$ cat config.mk
export PLATFORM = sky130hd
export DESIGN_NAME = dda_line_rasterizer
export DESIGN_NICKNAME = d
export VERILOG_FILES = /design/src/sv/dda_pkg.sv /design/src/sv/dda_front.sv /design/src/sv/dda_queue.sv /design/src/sv/dda_back.sv /design/src/sv/dda_line_rasterizer.sv
export SDC_FILE = /design/constraint.sdc
export NUM_CORES = 1
export LEC_CHECK = 0
export BUFFER_PORTS_ARGS = -buffer_cell sky130_fd_sc_hd__buf_2
export CAP_MARGIN = 40
export CORE_ASPECT_RATIO = 1.4
export CORE_MARGIN = 2
export CORE_UTILIZATION = 62
export DETAILED_ROUTE_END_ITERATION = 10
export GPL_TIMING_DRIVEN = 0
export PLACE_DENSITY_LB_ADDON = 0.2
export RECOVER_POWER = 50
export SLEW_MARGIN = 5
export SYNTH_ARGS = -nofsm -noshare
export SYNTH_HDL_FRONTEND = slang
export SYNTH_HIERARCHICAL = 1
export SYNTH_SLANG_ARGS = --single-unit
$ cat constraint.sdc
create_clock -name clk -period 3.8 [get_ports clk]
set_input_delay 0.76 -clock clk [delete_from_list [all_inputs] [get_ports clk]]
set_output_delay 0.76 -clock clk [all_outputs]
set_load 0.01 [all_outputs]
$ cat src/sv/dda_pkg.sv
`timescale 1ns / 1ps
// Shared types and constants for the DDA line rasterizer.
// No dependencies; every other file of the block imports this package.

package dda_pkg;

	localparam int RGB_W = 24;

	typedef logic [RGB_W-1:0] rgb_t;

	// Color after reset: pure green
	localparam rgb_t RGB_RESET = 24'h00FF00;

endpackage

$ cat src/sv/dda_front.sv
`timescale 1ns / 1ps
// Front end of the DDA line rasterizer: takes a line request, finds the step
// count and works out the minor-axis per-step increment with a bit-serial
// divider; the major axis steps by one pixel. Depends on dda_pkg.

module dda_front #(
	parameter int COORD_BITS = 6,
	parameter int FRAC_BITS  = 16
) (
	input  logic                    clk,
	input  logic                    arst_n,
	// line requests
	input  logic                    in_valid,
	output logic                    in_stall,
	input  logic [COORD_BITS-1:0]   start_x,
	input  logic [COORD_BITS-1:0]   start_y,
	input  logic [COORD_BITS-1:0]   end_x,
	input  logic [COORD_BITS-1:0]   end_y,
	// prepared jobs toward the queue
	output logic                    job_valid,
	input  logic                    job_full,
	output logic [COORD_BITS-1:0]   job_x0,
	output logic [COORD_BITS-1:0]   job_y0,
	output logic [COORD_BITS-1:0]   job_count,
	output logic [FRAC_BITS+1:0]    job_inc_x,
	output logic [FRAC_BITS+1:0]    job_inc_y
);

	import dda_pkg::*;

	localparam int SPAN_W = COORD_BITS + 1;
	localparam int QUO_W  = FRAC_BITS + 1;
	localparam int INC_W  = FRAC_BITS + 2;
	localparam int BIT_W  = $clog2(FRAC_BITS);

	typedef enum logic [1:0] {
		ST_IDLE,
		ST_DIV,
		ST_HOLD
	} state_t;

	state_t                  state_q;
	logic [BIT_W-1:0]        bit_q;
	logic [SPAN_W-1:0]       rem_q;
	logic [QUO_W-1:0]        quo_q;
	logic [COORD_BITS-1:0]   x0_q;
	logic [COORD_BITS-1:0]   y0_q;
	logic [COORD_BITS-1:0]   count_q;
	logic                    neg_x_q;
	logic                    neg_y_q;
	logic                    x_major_q;

	logic                    accept;
	logic [SPAN_W-1:0]       span_x;
	logic [SPAN_W-1:0]       span_y;
	logic [SPAN_W-1:0]       abs_x;
	logic [SPAN_W-1:0]       abs_y;
	logic                    x_major;
	logic [COORD_BITS-1:0]   count_new;
	logic [COORD_BITS-1:0]   minor_new;
	logic                    int_bit;
	logic [SPAN_W-1:0]       rem_shift;
	logic                    quo_bit;
	logic [QUO_W-1:0]        mag_x;
	logic [QUO_W-1:0]        mag_y;

	assign in_stall = (state_q != ST_IDLE);
	assign accept   = in_valid && !in_stall;

	always_comb begin
		span_x    = {1'b0, end_x} - {1'b0, start_x};
		span_y    = {1'b0, end_y} - {1'b0, start_y};
		abs_x     = span_x[SPAN_W-1] ? -span_x : span_x;
		abs_y     = span_y[SPAN_W-1] ? -span_y : span_y;
		x_major   = (abs_x >= abs_y);
		count_new = x_major ? abs_x[COORD_BITS-1:0] : abs_y[COORD_BITS-1:0];
		minor_new = x_major ? abs_y[COORD_BITS-1:0] : abs_x[COORD_BITS-1:0];
		// integer bit of minor/count: 1 only when both spans match
		int_bit   = (minor_new >= count_new);
	end

	// one restoring division step per cycle
	always_comb begin
		rem_shift = {rem_q[SPAN_W-2:0], 1'b0};
		quo_bit   = (rem_shift >= {1'b0, count_q});
	end

	// the major axis steps by exactly one pixel
	always_comb begin
		mag_x = x_major_q ? (QUO_W'(1) << FRAC_BITS) : quo_q;
		mag_y = x_major_q ? quo_q : (QUO_W'(1) << FRAC_BITS);
	end

	assign job_valid = (state_q == ST_HOLD);
	assign job_x0    = x0_q;
	assign job_y0    = y0_q;
	assign job_count = count_q;
	assign job_inc_x = neg_x_q ? -{1'b0, mag_x} : {1'b0, mag_x};
	assign job_inc_y = neg_y_q ? -{1'b0, mag_y} : {1'b0, mag_y};

	always_ff @(posedge clk or negedge arst_n) begin
		if (!arst_n) begin
			state_q <= ST_IDLE;
			bit_q   <= '0;
		end else begin
			case (state_q)
				ST_IDLE: begin
					if (accept) begin
						state_q   <= ST_DIV;
						bit_q     <= '0;
						x0_q      <= start_x;
						y0_q      <= start_y;
						count_q   <= count_new;
						neg_x_q   <= span_x[SPAN_W-1];
						neg_y_q   <= span_y[SPAN_W-1];
						x_major_q <= x_major;
						quo_q     <= {{(QUO_W-1){1'b0}}, int_bit};
						rem_q     <= {1'b0, minor_new} - (int_bit ? {1'b0, count_new} : '0);
					end
				end
				ST_DIV: begin
					quo_q <= {quo_q[QUO_W-2:0], quo_bit};
					rem_q <= quo_bit ? (rem_shift - {1'b0, count_q}) : rem_shift;
					bit_q <= bit_q + BIT_W'(1);
					if (bit_q == BIT_W'(FRAC_BITS - 1)) begin
						state_q <= ST_HOLD;
					end
				end
				ST_HOLD: begin
					// hold the job until the queue has room
					if (!job_full) begin
						state_q <= ST_IDLE;
					end
				end
				default: begin
					state_q <= ST_IDLE;
				end
			endcase
		end
	end

	a_div_ends: assert property (@(posedge clk) disable iff (!arst_n)
		(state_q == ST_DIV && bit_q == BIT_W'(FRAC_BITS - 1)) |=> (state_q == ST_HOLD))
		else $error("divider did not finish after the last quotient bit");

endmodule

$ cat src/sv/dda_queue.sv
`timescale 1ns / 1ps
// Short job queue between the front end and the pixel stepper of the DDA
// line rasterizer. Depends on dda_pkg.

module dda_queue #(
	parameter int WIDTH = 56,
	parameter int DEPTH = 2
) (
	input  logic             clk,
	input  logic             arst_n,
	input  logic             push,
	input  logic [WIDTH-1:0] push_data,
	output logic             full,
	input  logic             pop,
	output logic             head_valid,
	output logic [WIDTH-1:0] head_data
);

	import dda_pkg::*;

	localparam int PTR_W = (DEPTH > 1) ? $clog2(DEPTH) : 1;
	localparam int CNT_W = $clog2(DEPTH + 1);

	logic [WIDTH-1:0] mem_q [DEPTH];
	logic [PTR_W-1:0] wr_q;
	logic [PTR_W-1:0] rd_q;
	logic [CNT_W-1:0] cnt_q;
	logic             do_push;
	logic             do_pop;

	assign full       = (cnt_q == CNT_W'(DEPTH));
	assign head_valid = (cnt_q != '0);
	assign head_data  = mem_q[rd_q];
	assign do_push    = push && !full;
	assign do_pop     = pop && head_valid;

	always_ff @(posedge clk) begin
		if (do_push) begin
			mem_q[wr_q] <= push_data;
		end
	end

	always_ff @(posedge clk or negedge arst_n) begin
		if (!arst_n) begin
			wr_q  <= '0;
			rd_q  <= '0;
			cnt_q <= '0;
		end else begin
			if (do_push) begin
				wr_q <= (wr_q == PTR_W'(DEPTH - 1)) ? '0 : wr_q + PTR_W'(1);
			end
			if (do_pop) begin
				rd_q <= (rd_q == PTR_W'(DEPTH - 1)) ? '0 : rd_q + PTR_W'(1);
			end
			cnt_q <= cnt_q + CNT_W'(do_push) - CNT_W'(do_pop);
		end
	end

	a_fills: assert property (@(posedge clk) disable iff (!arst_n)
		(do_push && !do_pop && cnt_q == CNT_W'(DEPTH - 1)) |=> full)
		else $error("queue count lost a job");

endmodule

$ cat src/sv/dda_back.sv
`timescale 1ns / 1ps
// Pixel stepper of the DDA line rasterizer: runs both fixed-point
// accumulators and emits one pixel per cycle into an output register while
// a line is running and the output is not stalled. Depends on dda_pkg.

module dda_back #(
	parameter int COORD_BITS = 6,
	parameter int FRAC_BITS  = 16
) (
	input  logic                    clk,
	input  logic                    arst_n,
	// jobs from the queue
	input  logic                    job_valid,
	output logic                    job_pop,
	input  logic [COORD_BITS-1:0]   job_x0,
	input  logic [COORD_BITS-1:0]   job_y0,
	input  logic [COORD_BITS-1:0]   job_count,
	input  logic [FRAC_BITS+1:0]    job_inc_x,
	input  logic [FRAC_BITS+1:0]    job_inc_y,
	input  dda_pkg::rgb_t           color,
	// pixel requests
	output logic                    out_valid,
	input  logic                    out_stall,
	output logic [COORD_BITS-1:0]   pixel_x,
	output logic [COORD_BITS-1:0]   pixel_y,
	output dda_pkg::rgb_t           pixel_rgb,
	output logic                    last_pixel
);

	import dda_pkg::*;

	localparam int INC_W = FRAC_BITS + 2;
	localparam int ACC_W = COORD_BITS + FRAC_BITS + 2;

	logic                    busy_q;
	logic [ACC_W-1:0]        acc_x_q;
	logic [ACC_W-1:0]        acc_y_q;
	logic [ACC_W-1:0]        inc_x_q;
	logic [ACC_W-1:0]        inc_y_q;
	logic [COORD_BITS-1:0]   left_q;
	logic                    out_valid_q;
	logic [COORD_BITS-1:0]   pixel_x_q;
	logic [COORD_BITS-1:0]   pixel_y_q;
	rgb_t                    pixel_rgb_q;
	logic                    last_q;

	logic                    emit;
	logic [ACC_W-1:0]        half;

	assign half    = ACC_W'(1) << (FRAC_BITS - 1);
	assign job_pop = !busy_q && job_valid;
	assign emit    = busy_q && (!out_valid_q || !out_stall);

	assign out_valid  = out_valid_q;
	assign pixel_x    = pixel_x_q;
	assign pixel_y    = pixel_y_q;
	assign pixel_rgb  = pixel_rgb_q;
	assign last_pixel = last_q;

	always_ff @(posedge clk or negedge arst_n) begin
		if (!arst_n) begin
			busy_q      <= 1'b0;
			out_valid_q <= 1'b0;
		end else begin
			if (emit) begin
				out_valid_q <= 1'b1;
			end else if (out_valid_q && !out_stall) begin
				out_valid_q <= 1'b0;
			end
			if (job_pop) begin
				busy_q  <= 1'b1;
				acc_x_q <= ACC_W'({job_x0, {FRAC_BITS{1'b0}}}) + half;
				acc_y_q <= ACC_W'({job_y0, {FRAC_BITS{1'b0}}}) + half;
				inc_x_q <= {{(ACC_W-INC_W){job_inc_x[INC_W-1]}}, job_inc_x};
				inc_y_q <= {{(ACC_W-INC_W){job_inc_y[INC_W-1]}}, job_inc_y};
				left_q  <= job_count;
			end
			if (emit) begin
				// truncate, clamping a negative accumulator to zero
				pixel_x_q   <= acc_x_q[ACC_W-1] ? '0 : acc_x_q[FRAC_BITS +: COORD_BITS];
				pixel_y_q   <= acc_y_q[ACC_W-1] ? '0 : acc_y_q[FRAC_BITS +: COORD_BITS];
				pixel_rgb_q <= color;
				last_q      <= (left_q == '0);
				acc_x_q     <= acc_x_q + inc_x_q;
				acc_y_q     <= acc_y_q + inc_y_q;
				left_q      <= left_q - COORD_BITS'(1);
				if (left_q == '0) begin
					busy_q <= 1'b0;
				end
			end
		end
	end

	a_last_flag: assert property (@(posedge clk) disable iff (!arst_n)
		(emit && left_q == '0) |=> (out_valid && last_pixel && !busy_q))
		else $error("final pixel of a line not flagged last");

	a_no_early_end: assert property (@(posedge clk) disable iff (!arst_n)
		(emit && left_q != '0) |=> (busy_q && !last_pixel))
		else $error("line ended before its final pixel");

endmodule

$ cat src/sv/dda_line_rasterizer.sv
`timescale 1ns / 1ps
// DDA line rasterizer, top level: front end, job queue and pixel stepper.
// Depends on dda_pkg, dda_front, dda_queue and dda_back.

// A line request from (start_x, start_y) to (end_x, end_y) yields n + 1 pixel
// requests, where n is the larger of the absolute x and y spans, from the
// start point to the end point inclusive; the final one carries last_pixel.
// Every pixel carries the color held in the color_q register (written
// through cfg_we / cfg_wdata, green after reset). The front end takes a new
// request only once its divider, which produces one quotient bit per cycle,
// has finished and the job has gone to the queue. The stepper emits one
// pixel per cycle while the output is not stalled. A two-entry queue lets
// the next line be divided while the current one is drawn.

module dda_line_rasterizer #(
	parameter int COORD_BITS = 6,
	parameter int FRAC_BITS  = 16
) (
	input  logic                    clk,
	input  logic                    arst_n,
	input  logic                    cfg_we,
	input  dda_pkg::rgb_t           cfg_wdata,
	input  logic                    in_valid,
	output logic                    in_stall,
	input  logic [COORD_BITS-1:0]   start_x,
	input  logic [COORD_BITS-1:0]   start_y,
	input  logic [COORD_BITS-1:0]   end_x,
	input  logic [COORD_BITS-1:0]   end_y,
	output logic                    out_valid,
	input  logic                    out_stall,
	output logic [COORD_BITS-1:0]   pixel_x,
	output logic [COORD_BITS-1:0]   pixel_y,
	output dda_pkg::rgb_t           pixel_rgb,
	output logic                    last_pixel
);

	import dda_pkg::*;

	localparam int INC_W       = FRAC_BITS + 2;
	localparam int JOB_W       = 3 * COORD_BITS + 2 * INC_W;
	localparam int QUEUE_DEPTH = 2;

	rgb_t                    color_q;

	logic                    f_valid;
	logic                    q_full;
	logic [COORD_BITS-1:0]   f_x0;
	logic [COORD_BITS-1:0]   f_y0;
	logic [COORD_BITS-1:0]   f_count;
	logic [INC_W-1:0]        f_inc_x;
	logic [INC_W-1:0]        f_inc_y;
	logic [JOB_W-1:0]        q_in;

	logic                    q_valid;
	logic                    q_pop;
	logic [JOB_W-1:0]        q_head;

	always_ff @(posedge clk or negedge arst_n) begin
		if (!arst_n) begin
			color_q <= RGB_RESET;
		end else if (cfg_we) begin
			color_q <= cfg_wdata;
		end
	end

	dda_front #(
		.COORD_BITS (COORD_BITS),
		.FRAC_BITS  (FRAC_BITS)
	) u_front (
		.clk       (clk),
		.arst_n    (arst_n),
		.in_valid  (in_valid),
		.in_stall  (in_stall),
		.start_x   (start_x),
		.start_y   (start_y),
		.end_x     (end_x),
		.end_y     (end_y),
		.job_valid (f_valid),
		.job_full  (q_full),
		.job_x0    (f_x0),
		.job_y0    (f_y0),
		.job_count (f_count),
		.job_inc_x (f_inc_x),
		.job_inc_y (f_inc_y)
	);

	assign q_in = {f_x0, f_y0, f_count, f_inc_x, f_inc_y};

	dda_queue #(
		.WIDTH (JOB_W),
		.DEPTH (QUEUE_DEPTH)
	) u_queue (
		.clk        (clk),
		.arst_n     (arst_n),
		.push       (f_valid),
		.push_data  (q_in),
		.full       (q_full),
		.pop        (q_pop),
		.head_valid (q_valid),
		.head_data  (q_head)
	);

	dda_back #(
		.COORD_BITS (COORD_BITS),
		.FRAC_BITS  (FRAC_BITS)
	) u_back (
		.clk        (clk),
		.arst_n     (arst_n),
		.job_valid  (q_valid),
		.job_pop    (q_pop),
		.job_x0     (q_head[JOB_W-1 -: COORD_BITS]),
		.job_y0     (q_head[JOB_W-COORD_BITS-1 -: COORD_BITS]),
		.job_count  (q_head[2*INC_W +: COORD_BITS]),
		.job_inc_x  (q_head[INC_W +: INC_W]),
		.job_inc_y  (q_head[0 +: INC_W]),
		.color      (color_q),
		.out_valid  (out_valid),
		.out_stall  (out_stall),
		.pixel_x    (pixel_x),
		.pixel_y    (pixel_y),
		.pixel_rgb  (pixel_rgb),
		.last_pixel (last_pixel)
	);

	a_one_at_a_time: assert property (@(posedge clk) disable iff (!arst_n)
		(in_valid && !in_stall) |=> in_stall)
		else $error("front end took a second request while dividing");

endmodule

* After elaboration in Yosys (flattened, before gate mapping)
Memory sizes are Yosys's and may differ from the RTL's.
Cells that the tools add are included.
** Word-level totals
- Bits in registers :: 207
- Latch bits :: 0
- RAM bits :: 108
- Memory bits (read-only) :: 0
- Bits of input ports :: 53
- Logic and storage cells :: 115
- Memories kept :: 1
** Memories
- u_queue.mem_q :: words 2, width 54, rd ports 1, clocked after Yosys merged registers in 0, write ports 1, line dda_queue.sv:24 : logic [WIDTH-1:0] mem_q [DEPTH];
** Cells by class
- Add/sub/neg operators :: 18
- Multiply operators :: 0
- Divide/modulo/power cells :: 0
- Magnitude comparators :: 3
- Equal/unequal tests :: 7
- Shift operators :: 0
- Muxes and demuxes :: 35
- Bitwise gates (word level) :: 0
- Reduce and logical (&&, ||, !) cells :: 26
** Operators with widths (count)
- $mux W24 :: 4
- $mux W17 :: 3
- $add A24 B24 Y24 :: 2
- $add A22 B16 Y23 const B :: 2
- $mux W6 :: 7
- $mux W18 :: 2
- $neg A17 Y18 :: 2
- $pmux W17 S2 :: 1
- $mux W7 :: 2
- $neg A7 Y7 :: 2
- $sub A6 B6 Y7 :: 2
- $pmux W6 S2 :: 1
- $sub A6 B6 Y6 :: 2
- $reduce_bool A2 Y1 :: 5
- $mux W1 :: 9
- $reduce_and A3 Y1 :: 3
- $pmux W4 S2 :: 1
- $reduce_and A2 Y1 :: 4
- $ge A7 B6 Y1 :: 1
- $ge A7 B7 Y1 :: 1
- $ge A6 B6 Y1 :: 1
- $logic_and A1 B1 Y1 :: 6
- $logic_not A6 Y1 :: 1
- $mux W2 :: 3
- other kinds (15) :: 22

* Depth between registers and ports, before layout
- Word-level depth :: 10
- Depth in mapped cells :: 33
- Depth with buffers taken out :: 32

* Cells and area by module
Netlist, hierarchy kept.
** By module, submodules not included
- dda_back :: times used 1, cells each 615, area an instance 7171.9 sq um, sequential area each 3863.7 sq um
- dda_front :: times used 1, cells each 518, area an instance 4468.0 sq um, sequential area each 1471.4 sq um
- dda_queue :: times used 1, cells each 186, area an instance 4349.2 sq um, sequential area each 3343.2 sq um
- dda_line_rasterizer :: times used 1, cells each 51, area an instance 1007.2 sq um, sequential area each 610.6 sq um

* Worst setup path before layout
Ideal clock, no wire load.
- Path kind :: input to register
- From :: input port end_x[0]
- To :: register u_front.rem_q[4], data pin
- Arrival time :: 6.094 ns
- Setup slack :: -2.563 ns
- Stages :: 32
- Buffers on the path :: 1
- Cell sequence :: inv_1 ha_1 inv_1 fa_1 inv_1 ha_1 nor2b_1 nand4_1 and3b_1 mux2_2 mux2i_1 inv_1 ha_1 a21o_1 a211oi_1 o31a_1 or2_1 buf_2 inv_1 o311ai_0 a311oi_1 nor3_1 nand3_1 and2_1 ha_1 fa_1 inv_1 a21o_1 a21oi_1 xnor2_1 nand2_1 o21ai_0
** On the way
- Cells in the longest elaborated chain, start to end :: 10
** Ends and longest elaborated chain
- start, declared :: line dda_line_rasterizer.sv:27 : input logic [COORD_BITS-1:0] end_x,
- $sub A6 B6 Y7 * :: line dda_front.sv:71 : span_x = {1'b0, end_x} - {1'b0, start_x};
- $neg A7 Y7 :: line dda_front.sv:73 : abs_x = span_x[SPAN_W-1] ? -span_x : span_x;
- $mux W7 * :: line dda_front.sv:73
- $ge A7 B7 Y1 :: line dda_front.sv:75 : x_major = (abs_x >= abs_y);
- $mux W6 (on tied branches) :: line dda_front.sv:77, dda_front.sv:76
- $ge A6 B6 Y1 :: line dda_front.sv:79 : int_bit = (minor_new >= count_new);
- $mux W6 :: line dda_front.sv:118 : rem_q <= {1'b0, minor_new} - (int_bit ? {1'b0, count_new} : '0);
- $sub A6 B6 Y6 * :: line dda_front.sv:118
- $mux W6 * :: line dda_front.sv:108 : if (accept) begin
- $pmux W6 S2 * :: line dda_front.sv:106 : case (state_q)
- end signal, assigned :: line dda_front.sv:118
- end signal, assigned :: line dda_front.sv:123 : rem_q <= quo_bit ? (rem_shift - {1'b0, count_q}) : rem_shift;
- end, declared :: line dda_front.sv:44 : logic [SPAN_W-1:0] rem_q;
Mark *: on every way between the ends. The rest lies on a longest branch, timed or not. The select of a mux whose other input is x is not followed.
A chain may end at the register's enable or synchronous reset.

* Worst setup path after layout
- From :: input port end_y[0]
- To :: register u_front.rem_q[4], data pin
** On the way
- Cells in the longest elaborated chain, start to end :: 10
** Ends and longest elaborated chain
- start, declared :: line dda_line_rasterizer.sv:28 : input logic [COORD_BITS-1:0] end_y,
- $sub A6 B6 Y7 * :: line dda_front.sv:72 : span_y = {1'b0, end_y} - {1'b0, start_y};
- net u_front.span_y[6] :: line dda_front.sv:55 : logic [SPAN_W-1:0] span_y;
- $neg A7 Y7 :: line dda_front.sv:74 : abs_y = span_y[SPAN_W-1] ? -span_y : span_y;
- $mux W7 * :: line dda_front.sv:74
- $ge A7 B7 Y1 :: line dda_front.sv:75
- $mux W6 (on tied branches) :: line dda_front.sv:77, dda_front.sv:76
- $ge A6 B6 Y1 :: line dda_front.sv:79
- $mux W6 :: line dda_front.sv:118
- $sub A6 B6 Y6 * :: line dda_front.sv:118
- $mux W6 * :: line dda_front.sv:108
- $pmux W6 S2 * :: line dda_front.sv:106
Mark *: on every way through the listed nets, which the timed path passes. The rest lies on a longest branch. The select of a mux whose other input is x is not followed.

==> summary.txt <==
Status
  – Outcome: finished with violations
  – Violations in the final reports: negative setup slack

Yosys
  – Count of flip-flops with a built-in enable after synthesis: 279
  – Flops & latches, synth: 315
  – Share of synthesized flip-flops with an asynchronous set or reset: 11.4%
  – Synth warnings: 6
  – Flip-flop cell with the highest count after synthesis: sky130_fd_sc_hd__edfxtp_1
  – Synth Instances: 1,370
  – Mapped Area: 17,000 um2
  – Number of nets in the synthesized netlist: 1,514
  – Cell variety after synth: 86
  – Avg Cell Area, Syn: 12.4 um2
  – Seq/Total Area, Yosys: 54.7%

Clock tree
  – Master cell of the clock root buffer: sky130_fd_sc_hd__clkbuf_16
  – Skew-Pair Late Insertion Delay: 570 ps
  – CTS tree: done
  – Clock-pin transition on the worst setup and hold timing paths: around 60 ps
  – Count of H-tree levels built during CTS: 1
  – Number of buffers added by the clock tree synthesis step: 30
  – Max Buffers Root-to-Sink: 3
  – Post-cts hold buffer count: 0
  – Number of clock sinks seen by CTS: about 320

Global routing
  – Tot GR Track Use: 25.2%
  – Vias in the first global route: 11.3k
  – Largest net degree at the start of global routing: 55
  – Overflow after GRT: 0
  – Number of antenna violations at the first check in global routing: 0
  – Wire length of the first global-routing pass: 56.9 mm

Placed design
  – GPL Wtd Cong: 0.900
  – DP HPWL: 25.8 mm
  – Quantity of I/O buffers inserted on ports: 90
  – Post-place instance area: 18,200 um2

Detailed routing
  – Count of antenna-violating nets left after detailed routing: 0
  – Starting DRC count in detailed routing: between 700 and 800
  – Drt drc: 0
  – Routed wirelength normalized by instance count: 19.5 um
  – Drt pass-1 iters: 5
  – Total detailed-routing wirelength: 37.3 mm
  – Avg Vias per Cell: a little under 6
  – Total via count in the routed design: 11.4k

Setup path
  – Setup crit end: u_front/rem_q[4]$_DFFE_PP_
  – Top fanout value on the critical path: 5
  – Arrival time reported for the critical path endpoint: 5840 ps
  – Terminus of the critical flop-to-flop path: u_queue/mem_q[0][33]$_DFFE_PP_
  – Launch instance of the worst register-to-register path: u_front/quo_q[3]$_SDFFCE_PN0P_
  – Worst setup slack for register-to-register paths: between 600 and 700 ps
  – Required arrival time at the worst endpoint: 4100 ps
  – Element type at the critical path start: primary input
  – Worst Setup End Kind: flip-flop
  – CP Launch Point: end_y[0]
  – WS Path Type: primary input to flip-flop
  – FF-to-FF path depth: 10

STA
  – Worst hold slack after final layout: 370 ps
  – Number of failing hold endpoints at the final stage: 0
  – Final Setup Violations: 67
  – Final Critical Period: 5550 ps
  – Number of max-slew violations in the final report: 0
  – Share of the clock period used by the worst path: 146%
  – Normalized max-slew margin: 7.86%
  – Setup repair after global routing missed its margin: yes
  – Setup slack after layout: -1750 ps
  – Post-route clock skew: 18.9 ps
  – Transition time of the tightest slew-check pin: around 1400 ps
  – Highest achievable clock rate: 180 MHz

Floorplanning
  – Core area: 26,900 um2
  – Height of the die: 200 um
  – Number of placed I/O pins: 92
  – Total number of placement rows: 71
  – Effective utilization at floorplan: around 63%
  – Width of the die: 144 um
  – Area enclosed by the die boundary: 28,800 um2

Finish
  – Count of fill cells added during filler insertion: 1,894
  – Number of inserted diodes: 0
  – Syn-to-layout area delta: 13.7%
  – Multi-input combinational cell area: ~7300 um2
  – Post-route cell area: roughly 19,000 um2
  – Layout Nets: around 1.7k
  – Fraction of layout instances using a drive strength above 1: 18.2%
  – Sequential standard cell area: 9290 um2

Worst hold path
  – Path type of the worst min-delay path: primary input to asynchronous set/reset pin

Power
  – Max IR drop VDD: 1080 uV
  – P per Cell Area: 798 nW/um2
  – Leakage power of the design: 7.32 nW

Flow run
  – Max-cap violations: 0
[state kept, by name, summed over array words and instances, names as in the netlist, 4 cells and up]
register / flops
u_queue/mem_q: 108
color_q: 24
u_back/acc_x_q: 24
u_back/acc_y_q: 24
u_back/pixel_rgb: 24
u_back/inc_x_q: 18
u_back/inc_y_q: 18
u_front/quo_q: 17
u_back/left_q: 6
u_back/pixel_x: 6
u_back/pixel_y: 6
u_front/job_count: 6
u_front/job_x0: 6
u_front/job_y0: 6
u_front/rem_q: 6
u_front/bit_q: 4
[worst max-delay path, cell delays in order]
cell and delay, ps:
sky130_fd_sc_hd__buf_2 100, sky130_fd_sc_hd__inv_2 60, sky130_fd_sc_hd__ha_4 130, sky130_fd_sc_hd__inv_2 40
sky130_fd_sc_hd__fa_2 360, sky130_fd_sc_hd__a21o_1 230, sky130_fd_sc_hd__and4_1 250, sky130_fd_sc_hd__nor2_2 220
sky130_fd_sc_hd__mux2i_2 540, sky130_fd_sc_hd__ha_1 280, sky130_fd_sc_hd__a211oi_1 100, sky130_fd_sc_hd__o31a_1 330
sky130_fd_sc_hd__buf_4 150, sky130_fd_sc_hd__or4_4 430, sky130_fd_sc_hd__o311ai_4 100, sky130_fd_sc_hd__a311oi_2 140
sky130_fd_sc_hd__nor3_2 210, sky130_fd_sc_hd__nand3_2 190, sky130_fd_sc_hd__and2_4 210, sky130_fd_sc_hd__ha_4 160
sky130_fd_sc_hd__fa_2 340, sky130_fd_sc_hd__inv_2 50, sky130_fd_sc_hd__a21o_1 110, sky130_fd_sc_hd__a21oi_2 50
sky130_fd_sc_hd__xnor2_1 120, sky130_fd_sc_hd__nand2_1 60, sky130_fd_sc_hd__o21ai_1 80
[final cells by class]
class | instances | area share, %
sequential | 315 | 48.1
multi-input combinational | 947 | 37.8
clock buffer | 32 | 4.04
timing repair buffer | 126 | 3.66
tap | 365 | 2.36
clock inverter | 23 | 1.50
buffer | 47 | 1.26
inverter | 60 | 1.24
[Yosys cell counts, types with 6 or more instances]
cell type / number / area [um2]
sky130_fd_sc_hd__edfxtp_1: 279 / 8380
sky130_fd_sc_hd__nand2_1: 109 / 409
sky130_fd_sc_hd__nor2_1: 96 / 360
sky130_fd_sc_hd__ha_1: 85 / 1060
sky130_fd_sc_hd__a21oi_1: 70 / 350
sky130_fd_sc_hd__mux2_4: 69 / 1040
sky130_fd_sc_hd__inv_1: 60 / 225
sky130_fd_sc_hd__o21ai_0: 58 / 290
sky130_fd_sc_hd__xor2_1: 36 / 315
sky130_fd_sc_hd__nand3_1: 32 / 160
sky130_fd_sc_hd__dfrtp_1: 28 / 701
sky130_fd_sc_hd__xnor2_1: 28 / 245
sky130_fd_sc_hd__nor2b_1: 27 / 169
sky130_fd_sc_hd__clkbuf_1: 26 / 97.6
sky130_fd_sc_hd__a21o_1: 24 / 180
sky130_fd_sc_hd__nor3_1: 23 / 115
sky130_fd_sc_hd__a211oi_1: 22 / 165
sky130_fd_sc_hd__and2_1: 22 / 138
sky130_fd_sc_hd__and3_1: 17 / 106
sky130_fd_sc_hd__mux2i_1: 15 / 150
sky130_fd_sc_hd__nand2b_1: 15 / 93.8
sky130_fd_sc_hd__o21a_1: 13 / 97.6
sky130_fd_sc_hd__mux2_2: 11 / 124
sky130_fd_sc_hd__nand4_1: 10 / 62.6
sky130_fd_sc_hd__o211ai_1: 10 / 75.1
sky130_fd_sc_hd__or3_1: 9 / 56.3
sky130_fd_sc_hd__a31oi_1: 8 / 50.1
sky130_fd_sc_hd__dfstp_2: 8 / 210
sky130_fd_sc_hd__nand3b_1: 8 / 60.1
sky130_fd_sc_hd__o21bai_1: 8 / 60.1
sky130_fd_sc_hd__buf_12: 7 / 140
sky130_fd_sc_hd__o21ai_1: 7 / 35.0
sky130_fd_sc_hd__fa_1: 6 / 120
sky130_fd_sc_hd__or4_1: 6 / 45.0
[per-layer routing]
| metal | vias up | wire length (um) | GRT usage [%] |
|---|---|---|---|
| met5 | - | 0 | 0 |
| met4 | 0 | 1550 | 10.3 |
| met3 | 108 | 1670 | 3.17 |
| met2 | 315 | 19700 | 47.5 |
| met1 | 5523 | 14400 | 28.7 |
| li1 | 5423 | - | - |
[timing repair]
action | 4_1_cts | 5_1_grt
buffers inserted | 18 | 13
setup endpoints to repair | 14 | 14
resized for setup | 35 | 37
pin swaps | 22 | 24
[stage by stage]
stage / setup WS (ps) / utilization (%) / TNS (ps) / cells / power, mW
floorplan: -2000 / - / -14180 / 1370 / 9.94
global placement: -2610 / 67.0 / -119100 / 1825 / 11.3
detailed placement: -2680 / 67.4 / -22510 / 1830 / 11.5
CTS: -1730 / 72.5 / -11390 / 1903 / 15.3
global route: -1920 / 71.8 / -64390 / 1915 / 16.3
finish: -1750 / 71.8 / -36390 / 1915 / 15.4
[cells by family after synthesis]
| kind of cell | share of synthesized area, % |
|---|---|
| flip-flops | 54.7 |
| AO/OA/AOI/OAI | 11.8 |
| buffers and inverters | 3.48 |
| multiplexers | 7.71 |
| XOR/XNOR | 3.30 |
| adder cells (fa/ha/maj) | 6.96 |
| AND/OR/NAND/NOR | 12.1 |
[worst min-delay path by stage]
| stage | slack (ps) | end | cells after the start |
|---|---|---|---|
| 4_1_cts | 140 | color_q[17]$_DFFE_PN0P_ | 1 |
| 5_1_grt | 360 | u_front/job_x0[0]$_DFFE_PP_ | 1 |
| 6_report | 370 | color_q[17]$_DFFE_PN0P_ | 1 |
| 3_3_place_gp | 420 | u_queue/mem_q[0][51]$_DFFE_PP_ | 0 |
| 2_1_floorplan | 420 | u_back/pixel_rgb[0]$_DFFE_PP_ | 0 |
| 3_5_place_dp | 440 | u_back/pixel_rgb[0]$_DFFE_PP_ | 0 |
[power by group]
part           switching (mW)  total (mW)  leakage, nW  internal (mW)
Sequential              0.385        5.18         2.99           4.80
Clock                    1.27        3.22        0.528           1.95
Combinational            4.02        7.01         3.80           3.00
[layout by cell type, fill, tap and decap left out, types with 9 or more instances in the layout]
cell and n:
sky130_fd_sc_hd__mux2i_1 11, sky130_fd_sc_hd__a21o_1 24, sky130_fd_sc_hd__and2_1 14, sky130_fd_sc_hd__mux2_1 48, sky130_fd_sc_hd__a211oi_1 20, sky130_fd_sc_hd__nand2_1 105, sky130_fd_sc_hd__nor2_1 91, sky130_fd_sc_hd__buf_6 10
sky130_fd_sc_hd__buf_4 26, sky130_fd_sc_hd__clkbuf_16 32, sky130_fd_sc_hd__and3_1 16, sky130_fd_sc_hd__clkbuf_1 84, sky130_fd_sc_hd__clkinv_2 10, sky130_fd_sc_hd__nor3_1 22, sky130_fd_sc_hd__o211ai_1 10, sky130_fd_sc_hd__edfxtp_1 279
sky130_fd_sc_hd__nor2b_1 26, sky130_fd_sc_hd__inv_1 50, sky130_fd_sc_hd__o21a_1 13, sky130_fd_sc_hd__xnor2_1 26, sky130_fd_sc_hd__nand2b_1 15, sky130_fd_sc_hd__buf_2 47, sky130_fd_sc_hd__mux2_2 10, sky130_fd_sc_hd__nand4_1 10
sky130_fd_sc_hd__a21oi_1 60, sky130_fd_sc_hd__a21oi_2 9, sky130_fd_sc_hd__o21ai_0 56, sky130_fd_sc_hd__mux2_4 22, sky130_fd_sc_hd__nand3_1 29, sky130_fd_sc_hd__ha_1 77, sky130_fd_sc_hd__dfrtp_1 28, sky130_fd_sc_hd__xor2_1 35
Note: power is estimated with default switching activity, not from simulation.
